$ cat src/rtl/prlm_pkg.sv
`timescale 1ns / 1ps

package prlm_pkg;

    localparam int BUFFER_BLOCKS   = 32;
    localparam int POS_W           = 16;
    localparam int BLK_SHIFT       = $clog2(BUFFER_BLOCKS);
    localparam int QUO_W           = POS_W - BLK_SHIFT;
    localparam int BS_W            = 12;
    localparam int SIZE_W          = POS_W + 1;
    localparam int CNT_W           = 32;
    localparam int CMD_W           = 3;
    localparam int STEPS_PER_STAGE = 3;
    localparam int RED_STAGES      = (QUO_W + STEPS_PER_STAGE - 1) / STEPS_PER_STAGE;
    localparam int RED_CNT_W       = $clog2(QUO_W + 1);
    localparam int IN_W            = 40;
    localparam int OUT_W           = 88;

    localparam logic [BS_W-1:0] BS_RESET = BS_W'(1024);

    typedef enum logic [CMD_W-1:0] {
        CMD_POLL   = 3'd0,
        CMD_WRITE  = 3'd1,
        CMD_STOP   = 3'd2,
        CMD_CLEAR  = 3'd3,
        CMD_PAUSE  = 3'd4,
        CMD_RESUME = 3'd5
    } cmd_t;

    typedef enum logic [1:0] {
        LVL_UNDER  = 2'd0,
        LVL_NORMAL = 2'd1,
        LVL_OVER   = 2'd2,
        LVL_STOP   = 2'd3
    } lvl_t;

    // one item on its way through the cursor and length reduction
    typedef struct packed {
        logic [CMD_W-1:0]     cmd;
        logic [QUO_W-1:0]     rq;
        logic [BLK_SHIFT-1:0] rlo;
        logic [BS_W-1:0]      rrem;
        logic [QUO_W-1:0]     wq;
        logic [BLK_SHIFT-1:0] wlo;
        logic [BS_W-1:0]      wrem;
    } stage_t;

    // one restoring step of a remainder by the block size
    function automatic logic [BS_W-1:0] mod_step(input logic [BS_W-1:0] r,
                                                 input logic            b,
                                                 input logic [BS_W-1:0] d);
        logic [BS_W:0] t;
        t = {r, b};
        if (t >= {1'b0, d}) begin
            mod_step = BS_W'(t - {1'b0, d});
        end else begin
            mod_step = t[BS_W-1:0];
        end
    endfunction

endpackage

$ cat src/rtl/playback_ring_level_monitor.sv
`timescale 1ns / 1ps

// channel   | valid / ready           | payload
// ----------+-------------------------+------------------------------------------
// s_        | s_tvalid / s_tready     | s_tdata: command, read_position, write_length
// m_        | m_tvalid / m_tready     | m_tdata: level state, pointers, counts, flags
// cfg_      | cfg_valid / cfg_ready   | cfg_data: block_size
//
// one transaction per cycle sustained while the result is not stalled and no reduction runs;
// an accepted input passes the input register, 4 stages reducing cursor and length
// modulo the buffer and the result register; a block_size write starts a reduction
// of the stored pointers (one quotient bit a cycle), during which s_tready is low;
// cfg_ready is always high; reset is synchronous; a stalled result holds the whole pipeline

module playback_ring_level_monitor (
    input  logic                            aclk,
    input  logic                            aresetn,
    // command [2:0], read_position [18:3], write_length [34:19], zero [39:35]
    input  logic [prlm_pkg::IN_W-1:0]       s_tdata,
    input  logic                            s_tvalid,
    output logic                            s_tready,
    // level_state [1:0], buffered_bytes [17:2], write_position [33:18],
    // played_bytes [65:34], start_play [66], stop_play [67], clear_buffer [68],
    // zero_fill [69], fill_start [85:70], write_refused [86], zero [87]
    output logic [prlm_pkg::OUT_W-1:0]      m_tdata,
    output logic                            m_tvalid,
    input  logic                            m_tready,
    input  logic [prlm_pkg::BS_W-1:0]       cfg_data,
    input  logic                            cfg_valid,
    output logic                            cfg_ready
);

    localparam int N = prlm_pkg::RED_STAGES;
    localparam int PW = prlm_pkg::POS_W;
    localparam int SW = prlm_pkg::SIZE_W;
    localparam int BW = prlm_pkg::BS_W;
    localparam int QW = prlm_pkg::QUO_W;
    localparam int LW = prlm_pkg::BLK_SHIFT;

    logic [BW-1:0]             block_size_reg;
    logic [BW-1:0]             bs_eff;
    logic [SW-1:0]             size;

    prlm_pkg::lvl_t            level_state_reg, level_state_next;
    logic [PW-1:0]             write_pointer_reg, write_pointer_next;
    logic [PW-1:0]             last_read_reg, last_read_next;
    logic [prlm_pkg::CNT_W-1:0] played_count_reg, played_count_next;
    logic                      play_requested_reg, play_requested_next;
    logic                      buffer_empty_reg, buffer_empty_next;

    logic                      red_busy_reg;
    logic [prlm_pkg::RED_CNT_W-1:0] red_cnt_reg;
    logic [QW-1:0]             red_wq_reg, red_lq_reg;
    logic [BW-1:0]             red_wrem_reg, red_lrem_reg;
    logic [BW-1:0]             red_wrem_next, red_lrem_next;

    prlm_pkg::stage_t          pipe_reg [0:N];
    prlm_pkg::stage_t          step_out [1:N];
    logic                      valid_reg [0:N];

    logic                      adv;
    logic                      fire_out;
    logic [prlm_pkg::OUT_W-1:0] m_tdata_reg, m_tdata_next;
    logic                      m_tvalid_reg;

    assign bs_eff = (block_size_reg == '0) ? BW'(1) : block_size_reg;
    assign size   = (bs_eff >= BW'(1 << QW)) ? SW'(1 << PW) : (SW'(bs_eff) << LW);

    assign adv       = !m_tvalid_reg || m_tready;
    assign s_tready  = adv && !red_busy_reg;
    assign fire_out  = adv && valid_reg[N];
    assign cfg_ready = 1'b1;
    assign m_tdata   = m_tdata_reg;
    assign m_tvalid  = m_tvalid_reg;

    // reduction stages: remainder of the position bits above the block shift by block size
    always_comb begin
        prlm_pkg::stage_t st;
        for (int s = 1; s <= N; s++) begin
            st = pipe_reg[s-1];
            for (int j = 0; j < prlm_pkg::STEPS_PER_STAGE; j++) begin
                if ((s - 1) * prlm_pkg::STEPS_PER_STAGE + j < QW) begin
                    st.rrem = prlm_pkg::mod_step(st.rrem, st.rq[QW-1], bs_eff);
                    st.wrem = prlm_pkg::mod_step(st.wrem, st.wq[QW-1], bs_eff);
                    st.rq   = st.rq << 1;
                    st.wq   = st.wq << 1;
                end
            end
            step_out[s] = st;
        end
    end

    assign red_wrem_next = prlm_pkg::mod_step(red_wrem_reg, red_wq_reg[QW-1], bs_eff);
    assign red_lrem_next = prlm_pkg::mod_step(red_lrem_reg, red_lq_reg[QW-1], bs_eff);

    function automatic logic [SW-1:0] ring_dist(input logic [PW-1:0] from,
                                                input logic [PW-1:0] to,
                                                input logic [SW-1:0] sz);
        if (to >= from) begin
            ring_dist = {1'b0, to} - {1'b0, from};
        end else begin
            ring_dist = sz - {1'b0, from} + {1'b0, to};
        end
    endfunction

    always_comb begin
        logic [PW-1:0] rpos_r;
        logic [PW-1:0] wlen_r;
        logic [SW-1:0] buffered;
        logic [SW-1:0] trigger;
        logic [SW-1:0] zerofill;
        logic [SW-1:0] over_lvl;
        logic [SW-1:0] sum;
        logic          polled;
        logic          start, stop, clr, zf, refused;
        logic [PW-1:0] fstart;

        rpos_r   = {pipe_reg[N].rrem[QW-1:0], pipe_reg[N].rlo};
        wlen_r   = {pipe_reg[N].wrem[QW-1:0], pipe_reg[N].wlo};
        trigger  = SW'(bs_eff) + (SW'(bs_eff) << 1);
        zerofill = SW'(bs_eff) << 2;
        over_lvl = size - SW'(bs_eff);
        buffered = '0;
        sum      = '0;
        polled   = 1'b0;
        start    = 1'b0;
        stop     = 1'b0;
        clr      = 1'b0;
        zf       = 1'b0;
        refused  = 1'b0;
        fstart   = '0;

        level_state_next    = level_state_reg;
        write_pointer_next  = write_pointer_reg;
        last_read_next      = last_read_reg;
        played_count_next   = played_count_reg;
        play_requested_next = play_requested_reg;
        buffer_empty_next   = buffer_empty_reg;

        case (pipe_reg[N].cmd)
            prlm_pkg::CMD_POLL: begin
                polled   = 1'b1;
                buffered = ring_dist(rpos_r, write_pointer_reg, size);
                played_count_next = played_count_reg
                    + prlm_pkg::CNT_W'(ring_dist(last_read_reg, rpos_r, size));
                last_read_next = rpos_r;
                case (level_state_reg)
                    prlm_pkg::LVL_UNDER: begin
                        if (buffered > trigger) begin
                            level_state_next = (buffered >= size) ? prlm_pkg::LVL_OVER
                                                                  : prlm_pkg::LVL_NORMAL;
                            start = play_requested_reg && buffer_empty_reg;
                            buffer_empty_next = 1'b0;
                        end
                    end
                    prlm_pkg::LVL_NORMAL, prlm_pkg::LVL_OVER: begin
                        if (buffered < SW'(bs_eff)) begin
                            level_state_next = prlm_pkg::LVL_STOP;
                            zf     = 1'b1;
                            fstart = write_pointer_reg;
                            sum    = {1'b0, write_pointer_reg} + zerofill;
                            if (sum >= size) begin
                                sum = sum - size;
                            end
                            write_pointer_next = sum[PW-1:0];
                        end else if (buffered >= over_lvl) begin
                            level_state_next = prlm_pkg::LVL_OVER;
                        end else begin
                            level_state_next = prlm_pkg::LVL_NORMAL;
                        end
                    end
                    default: begin
                        if (buffered < zerofill) begin
                            stop = 1'b1;
                            clr  = 1'b1;
                            write_pointer_next = '0;
                            last_read_next     = '0;
                            level_state_next   = prlm_pkg::LVL_UNDER;
                            buffer_empty_next  = 1'b1;
                        end
                    end
                endcase
            end
            prlm_pkg::CMD_WRITE: begin
                if (level_state_reg == prlm_pkg::LVL_OVER ||
                    level_state_reg == prlm_pkg::LVL_STOP) begin
                    refused = 1'b1;
                end else begin
                    sum = {1'b0, write_pointer_reg} + {1'b0, wlen_r};
                    if (sum >= size) begin
                        sum = sum - size;
                    end
                    write_pointer_next = sum[PW-1:0];
                end
            end
            prlm_pkg::CMD_STOP, prlm_pkg::CMD_CLEAR: begin
                stop = (pipe_reg[N].cmd == prlm_pkg::CMD_STOP);
                clr  = 1'b1;
                write_pointer_next = '0;
                last_read_next     = '0;
                level_state_next   = prlm_pkg::LVL_UNDER;
                buffer_empty_next  = 1'b1;
            end
            prlm_pkg::CMD_PAUSE: begin
                stop = 1'b1;
                play_requested_next = 1'b0;
                buffer_empty_next   = 1'b0;
            end
            prlm_pkg::CMD_RESUME: begin
                play_requested_next = 1'b1;
                start = !buffer_empty_reg;
            end
            default: begin
            end
        endcase

        if (!polled) begin
            buffered = ring_dist(last_read_next, write_pointer_next, size);
        end

        m_tdata_next = {1'b0, refused, fstart, zf, clr, stop, start, played_count_next,
                        write_pointer_next, buffered[PW-1:0], level_state_next};
    end

    always_ff @(posedge aclk) begin
        if (!aresetn) begin
            block_size_reg     <= prlm_pkg::BS_RESET;
            level_state_reg    <= prlm_pkg::LVL_UNDER;
            write_pointer_reg  <= '0;
            last_read_reg      <= '0;
            played_count_reg   <= '0;
            play_requested_reg <= 1'b0;
            buffer_empty_reg   <= 1'b1;
            red_busy_reg       <= 1'b0;
            red_cnt_reg        <= '0;
            m_tvalid_reg       <= 1'b0;
            for (int s = 0; s <= N; s++) begin
                valid_reg[s] <= 1'b0;
            end
        end else begin
            if (cfg_valid) begin
                // restart the pointer reduction against the new block size
                block_size_reg <= cfg_data;
                red_busy_reg   <= 1'b1;
                red_cnt_reg    <= '0;
                red_wq_reg     <= write_pointer_reg[PW-1:LW];
                red_lq_reg     <= last_read_reg[PW-1:LW];
                red_wrem_reg   <= '0;
                red_lrem_reg   <= '0;
            end else if (red_busy_reg) begin
                red_wrem_reg <= red_wrem_next;
                red_lrem_reg <= red_lrem_next;
                red_wq_reg   <= red_wq_reg << 1;
                red_lq_reg   <= red_lq_reg << 1;
                red_cnt_reg  <= red_cnt_reg + 1'b1;
                if (red_cnt_reg == prlm_pkg::RED_CNT_W'(QW - 1)) begin
                    red_busy_reg      <= 1'b0;
                    write_pointer_reg <= {red_wrem_next[QW-1:0], write_pointer_reg[LW-1:0]};
                    last_read_reg     <= {red_lrem_next[QW-1:0], last_read_reg[LW-1:0]};
                end
            end

            if (adv) begin
                valid_reg[0] <= s_tvalid && s_tready;
                for (int s = 1; s <= N; s++) begin
                    valid_reg[s] <= valid_reg[s-1];
                end
            end

            if (fire_out) begin
                level_state_reg    <= level_state_next;
                write_pointer_reg  <= write_pointer_next;
                last_read_reg      <= last_read_next;
                played_count_reg   <= played_count_next;
                play_requested_reg <= play_requested_next;
                buffer_empty_reg   <= buffer_empty_next;
                m_tvalid_reg       <= 1'b1;
            end else if (m_tready) begin
                m_tvalid_reg <= 1'b0;
            end
        end
    end

    // payload registers, no reset
    always_ff @(posedge aclk) begin
        if (adv) begin
            pipe_reg[0].cmd  <= s_tdata[prlm_pkg::CMD_W-1:0];
            pipe_reg[0].rq   <= s_tdata[prlm_pkg::CMD_W+PW-1:prlm_pkg::CMD_W+LW];
            pipe_reg[0].rlo  <= s_tdata[prlm_pkg::CMD_W+LW-1:prlm_pkg::CMD_W];
            pipe_reg[0].rrem <= '0;
            pipe_reg[0].wq   <= s_tdata[prlm_pkg::CMD_W+2*PW-1:prlm_pkg::CMD_W+PW+LW];
            pipe_reg[0].wlo  <= s_tdata[prlm_pkg::CMD_W+PW+LW-1:prlm_pkg::CMD_W+PW];
            pipe_reg[0].wrem <= '0;
            for (int s = 1; s <= N; s++) begin
                pipe_reg[s] <= step_out[s];
            end
        end
        if (fire_out) begin
            m_tdata_reg <= m_tdata_next;
        end
    end

endmodule
$ cat config.mk
export PLATFORM = sky130hd
export DESIGN_NAME = playback_ring_level_monitor
export DESIGN_NICKNAME = d
export VERILOG_FILES = /design/src/rtl/prlm_pkg.sv /design/src/rtl/playback_ring_level_monitor.sv
export SDC_FILE = /design/constraint.sdc
export NUM_CORES = 2
export LEC_CHECK = 0
export ABC_AREA = 0
export BUFFER_PORTS_ARGS = -buffer_cell sky130_fd_sc_hd__buf_2
export CAP_MARGIN = 20
export CORE_ASPECT_RATIO = 0.5
export CORE_UTILIZATION = 30
export CTS_CLUSTER_SIZE = 8
export DETAILED_ROUTE_END_ITERATION = 7
export GPL_ROUTABILITY_DRIVEN = 0
export HOLD_SLACK_MARGIN = 0.08
export PLACE_DENSITY = 0.46
export SETUP_SLACK_MARGIN = 0.02
export SLEW_MARGIN = 20
export SYNTH_ARGS = -nofsm -noshare
export SYNTH_HDL_FRONTEND = slang
export SYNTH_SLANG_ARGS = --single-unit
$ cat constraint.sdc
create_clock -name aclk -period 27.7 [get_ports aclk]
set_input_delay 6.925 -clock aclk [delete_from_list [all_inputs] [get_ports aclk]]
set_output_delay 6.925 -clock aclk [all_outputs]
set_load 0.005 [all_outputs]
; ---- Word level (Yosys, flattened, before mapping)
; Memory sizes are Yosys's and may differ from the RTL's.
; Index checks and enable logic that the tools add are counted.
; Widths: inputs -> output; s select.
[op_classes]
n_eq_ne = 13
bitwise_logic = 6
reduce_logical = 28
addsub = 41
n_mux = 95
order_cmp = 35
[op_table]
columns = operator, n
row1 = $mux 12, 27
row2 = $ge 13x12->1, 24
row3 = $mux 16, 18
row4 = $sub 12x12->12, 24
row5 = $mux 17, 5
row6 = $ge 17x17->1, 4
row7 = $pmux 16 s2, 2
row8 = $sub 16x16->16, 4
row9 = $ge 16x16->1, 3
row10 = $pmux 16 s3, 1
row11 = $mux 11, 4
row12 = $add 17x16->17, 2
row13 = $sub 16x16->17, 2
row14 = $sub 17x16->17, 2
row15 = $add 32x17->32, 1
row16 = $mux 32, 1
row17 = $mux 1, 24
row18 = $add 16x14->17, 1
row19 = $add 16x16->17, 1
row20 = $gt 17x14->1, 1
row21 = $lt 17x12->1, 1
row22 = $lt 17x14->1, 1
row23 = $sub 17x12->17, 1
row24 = $add 16x16->16, 1
row25 = other kinds (31), 63
[totals]
register_bits = 219
ramBits = 300
mem_count = 2
elab_cells = 240
out_inout_bits = 91
inputBits = 57
[memory_table]
columns = name, depth, width, rd, rd_clocked_by_memory_dff, wr, line
row1 = pipe_reg, 5, 59, 5, 0, 5, playback_ring_level_monitor.sv:57  ; prlm_pkg::stage_t pipe_reg [0:N];
row2 = valid_reg, 5, 1, 5, 0, 5, playback_ring_level_monitor.sv:59  ; logic valid_reg [0:N];

; ---- Depth between registers and ports, before layout
[logic_depth]
ltp_word = 16
mapped_depth = 49
ltp_nobuf = 47

; ---- Least setup slack after synthesis
; OpenSTA, ideal clock, no wires.
[synth_timing]
path_kind = input-to-reg
startpoint = input m_tready
endpoint = register m_tdata_reg, in the netlist m_tdata[0], enable pin
required_ps = 27215
t_arrival_ps = 14819
n_path_buf = 2
setup_ps = 485
path_stages = 6
slack_ps = 12396
cell_sequence = nor2b_1 inv_1 nand2_1 inv_1 buf_1 buf_1
[synth_via]
elab_chain_len = 2
[synth_rtl]
columns = element, line
row1 = from (decl), playback_ring_level_monitor.sv:27  ; input logic m_tready,
row2 = $logic_or 1x1->1, playback_ring_level_monitor.sv:69  ; assign adv = !m_tvalid_reg || m_tready;
row3 = $logic_and 1x1->1, playback_ring_level_monitor.sv:71  ; assign fire_out = adv && valid_reg[N];
row4 = net fire_out, playback_ring_level_monitor.sv:62  ; logic fire_out;
row5 = to (signal assigned), playback_ring_level_monitor.sv:299  ; m_tdata_reg <= m_tdata_next;
row6 = to (decl), playback_ring_level_monitor.sv:63  ; logic [prlm_pkg::OUT_W-1:0] m_tdata_reg, m_tdata_next;
; The timed path passes the listed nets, and every way through them passes these cells.
; A chain may end at the register's enable or synchronous reset.

; ---- Final worst setup path
[layout_timing]
startpoint = input m_tready
endpoint = output s_tready
[layout_via]
elab_chain_len = 2
[layout_rtl]
columns = element, line
row1 = $logic_or 1x1->1, playback_ring_level_monitor.sv:69
row2 = $logic_and 1x1->1, playback_ring_level_monitor.sv:70  ; assign s_tready = adv && !red_busy_reg;
row3 = to (decl), playback_ring_level_monitor.sv:21  ; output logic s_tready,
; Every way passes these cells.

==> impl_metrics.csv <==
group,metric,value,unit
run_status,status,"finished clean",
timing,post-route-min-period,14.63,ns
routing,ant_nets,0,
place,place_hpwl,102000,um
cts,clockRootBuffer,"clkbuf_16",
die,rows,95,
flow_run,max-cap-violations,0,
power,p_sw,3.16,mW
synth,synth_async_sr_flop_share,0,%
timing,finalHoldViolations,0,
critical_path,ff2ff_path_depth,42,
timing,final.setup.tns,0,ns
routing,wl,135000,um
routing,drt_pass1_iterations,6,
die,core_area,136000,sq um
finish,nets,5393,
grt,grt_pass1_vias,33500,
grt,antenna_found_initial,9,
routing,vias,34300,
timing,tightest_slew,1.12,ns
synth,synthFlopType,"edfxtp_1",
cts,clockBufferDepth,3,
worst_hold_path,holdCritPathClass,"reg2reg",
timing,rsz0062_at_grt,"false",
finish,synthToLayoutAreaGrowth,11.7,%
cts,cts-buffers-inserted,61,
timing,fmax,68.3,MHz
synth,syn_inst,4566,
synth,synth-edff-count,349,
cts,htree_levels,2,
cts,path_clk_slew,0.07,ns
routing,routedWlPerCell,20.5,um
timing,report.final.slew_viol_count,0,
synth,yosysSeqAreaShare,29.5,%
cts,clk_latency,0.69,ns
power,swShare,46.0,%
power,power_density,148,nW/um^2
power,ir_worst_vdd,0.114,mV
critical_path,cpMostUsedCell,"buf_2",
cts,cts_tree,"yes",
critical_path,crit_chain,"buf_2 > nor2b_1 > nor2_1 > buf_2",
worst_hold_path,worstHoldPathCells,0,
die,fp.dieH,265,um
cts,cts.sinks,435,
grt,grt_first_pass_wirelength,202000,um
power,pwr-share-seq,15.5,%
synth,ys_warn_count,0,
die,pin_count,148,
grt,grt_max_degree,96,
critical_path,max_stage_delay,0.47,ns
die,die_x,527,um
routing,drtIter0Drc,2786,
grt,grt_usage,18.9,%
cts,post_cts_buffers,0,
critical_path,crit_arrival,7.71,ns
power,comb_power_share,73.8,%
synth,syn_nets,5231,
timing,fin_worst_skew,0.0555,ns
critical_path,critPathCaptureType,"primary output",
synth,synth.distinct_cells,103,
critical_path,worstSetupPathType,"in2out",
synth,synthesis.area,41400,sq um
critical_path,cp-start-kind,"input port",
critical_path,crit_fanout,5,
critical_path,slowest_stage,"nor2b_1",
timing,max-slew-margin-rel,23.2,%
critical_path,required,20.77,ns
timing,period_share,52.8,%
synth,postSynthAreaPerCell,9.06,sq um
grt,overflow,0,
finish,drive_gt1_share,10.8,%
place,io_buffer_count,140,
timing,hold_ws,0.387,ns
cts,cts_hold_buffers,0,
timing,final-setup-viol-count,0,
die,dieArea,139000,sq um
die,initial_core_util,30.5,%
routing,drc,0,
finish,largest_reg_flops,211,
power,clock_power_share,10.7,%
power,p_leak,19.4,nW
routing,vias_per_cell,5.23,
synth,ys_ff_latch,435,
power,p_int,3.70,mW
cts,cts_resized,0,
==> cell families (layout without fill, tap and decap cells) <==
kind of cell    count (synthesis)  after routing  share of synthesized area [%]
simple gates                 1271           1271                           14.5
compound gates               1154           1154                           17.8
fa+ha+maj                     608            608                           19.8
buf+inv                       521            727                           4.90
flops                         435            435                           29.5
xor+xnor                      337            337                           7.17
mux                           238            238                           6.39
other cells                     2              5                         0.0182
==> per-stage QoR <==
step	cell area (sq um)	cells	utilization (%)	power [mW]	worst slack, ns
floorplan	41400	4566	-	5.03	12.40
global placement	44400	6457	32.8	5.98	13.06
detailed placement	44400	6457	32.8	6.07	13.07
CTS	46200	6564	34.1	6.86	13.07
global route	46200	6566	34.1	7.50	12.96
finish	46200	6569	34.1	6.86	13.07
==> synthesized netlist by cell type (11+ instances only) <==
cell type | number | share of area, %
a211oi_1 | 30 | 0.54
a21boi_0 | 44 | 0.80
a21o_1 | 80 | 1.5
a21oi_1 | 333 | 4.0
a22oi_1 | 20 | 0.36
a31oi_1 | 20 | 0.30
and2_1 | 24 | 0.36
and3_1 | 31 | 0.47
buf_2 | 22 | 0.27
clkbuf_1 | 69 | 0.63
dfxtp_1 | 86 | 4.2
edfxtp_1 | 349 | 25
fa_1 | 75 | 3.6
ha_1 | 533 | 16
inv_1 | 411 | 3.7
mux2_2 | 151 | 4.1
mux2_4 | 11 | 0.40
mux2i_1 | 71 | 1.7
nand2_1 | 350 | 3.2
nand2b_1 | 58 | 0.88
nand3_1 | 77 | 0.93
nand4_1 | 90 | 1.4
nor2_1 | 388 | 3.5
nor2b_1 | 71 | 1.1
nor3_1 | 86 | 1.0
nor4_1 | 16 | 0.24
o211ai_1 | 33 | 0.60
o21a_1 | 59 | 1.1
o21ai_0 | 265 | 3.2
o21ai_1 | 21 | 0.25
o21bai_1 | 59 | 1.1
o22ai_1 | 12 | 0.18
o31ai_1 | 30 | 0.54
or2_2 | 20 | 0.30
or3_1 | 25 | 0.38
xnor2_1 | 230 | 4.9
xor2_1 | 106 | 2.2
==> power by group through the flow <==
stage,clock network [mW],logic (mW),registers (mW)
6_report,0.733,5.06,1.06
5_1_grt,0.781,5.65,1.07
4_1_cts,0.760,5.04,1.06
3_5_place_dp,0,4.99,1.08
3_3_place_gp,0,4.91,1.07
2_1_floorplan,0,4.00,1.03
==> worst max-delay path, delay by kind of cell <==
kind	cells	cell delay, ns
AND/OR/NAND/NOR	2	0.54
buffers and inverters	2	0.23
==> layer usage <==
metal	global-route usage [%]	routed length, um	up-vias
li1	-	-	16800
met1	26.3	63800	16400
met2	29.8	58800	873
met3	2.82	7620	217
met4	6.20	4440	8
met5	0	40	-
==> final cells by class <==
type | instances | area [sq um]
multi-input combinational | 3610 | 27200
timing repair buffer | 207 | 1210
fill | 13800 | 89300
sequential | 435 | 12200
clock inverter | 4 | 68.8
antenna | 3 | 7.51
tap | 1794 | 2240
clock buffer | 103 | 1730
inverter | 413 | 1560
==> layout by cell type, fill, tap and decap left out, types with 62 or more instances in the layout <==
| master | synthesis | final |
|---|---|---|
| nor2_1 | 388 | 387 |
| nor3_1 | 86 | 85 |
| ha_1 | 533 | 533 |
| nor2b_1 | 71 | 71 |
| nand2_1 | 350 | 342 |
| a21o_1 | 80 | 80 |
| nand3_1 | 77 | 77 |
| edfxtp_1 | 349 | 349 |
| nand4_1 | 90 | 90 |
| fa_1 | 75 | 75 |
| dfxtp_1 | 86 | 86 |
| buf_4 | 4 | 65 |
| xnor2_1 | 230 | 230 |
| o21ai_0 | 265 | 265 |
| a21oi_1 | 333 | 333 |
| clkbuf_16 | 0 | 62 |
| buf_2 | 22 | 141 |
| inv_1 | 411 | 406 |
| mux2i_1 | 71 | 71 |
| mux2_2 | 151 | 151 |
| xor2_1 | 106 | 106 |
==> worst paths after layout <==
path	from	to	slack [ns]
worst min-delay path	pipe_reg[0][131]$_DFFE_PN_	pipe_reg[0][190]$_DFFE_PN_	0.39
worst max-delay path	m_tready	s_tready	13.07
worst min register to register	pipe_reg[0][131]$_DFFE_PN_	pipe_reg[0][190]$_DFFE_PN_	0.39
worst max register to register	block_size_reg[9]$_SDFFE_PN0P_	m_tdata[7]$_DFFE_PP_	15.60
Power figures use the tool's default switching activity.
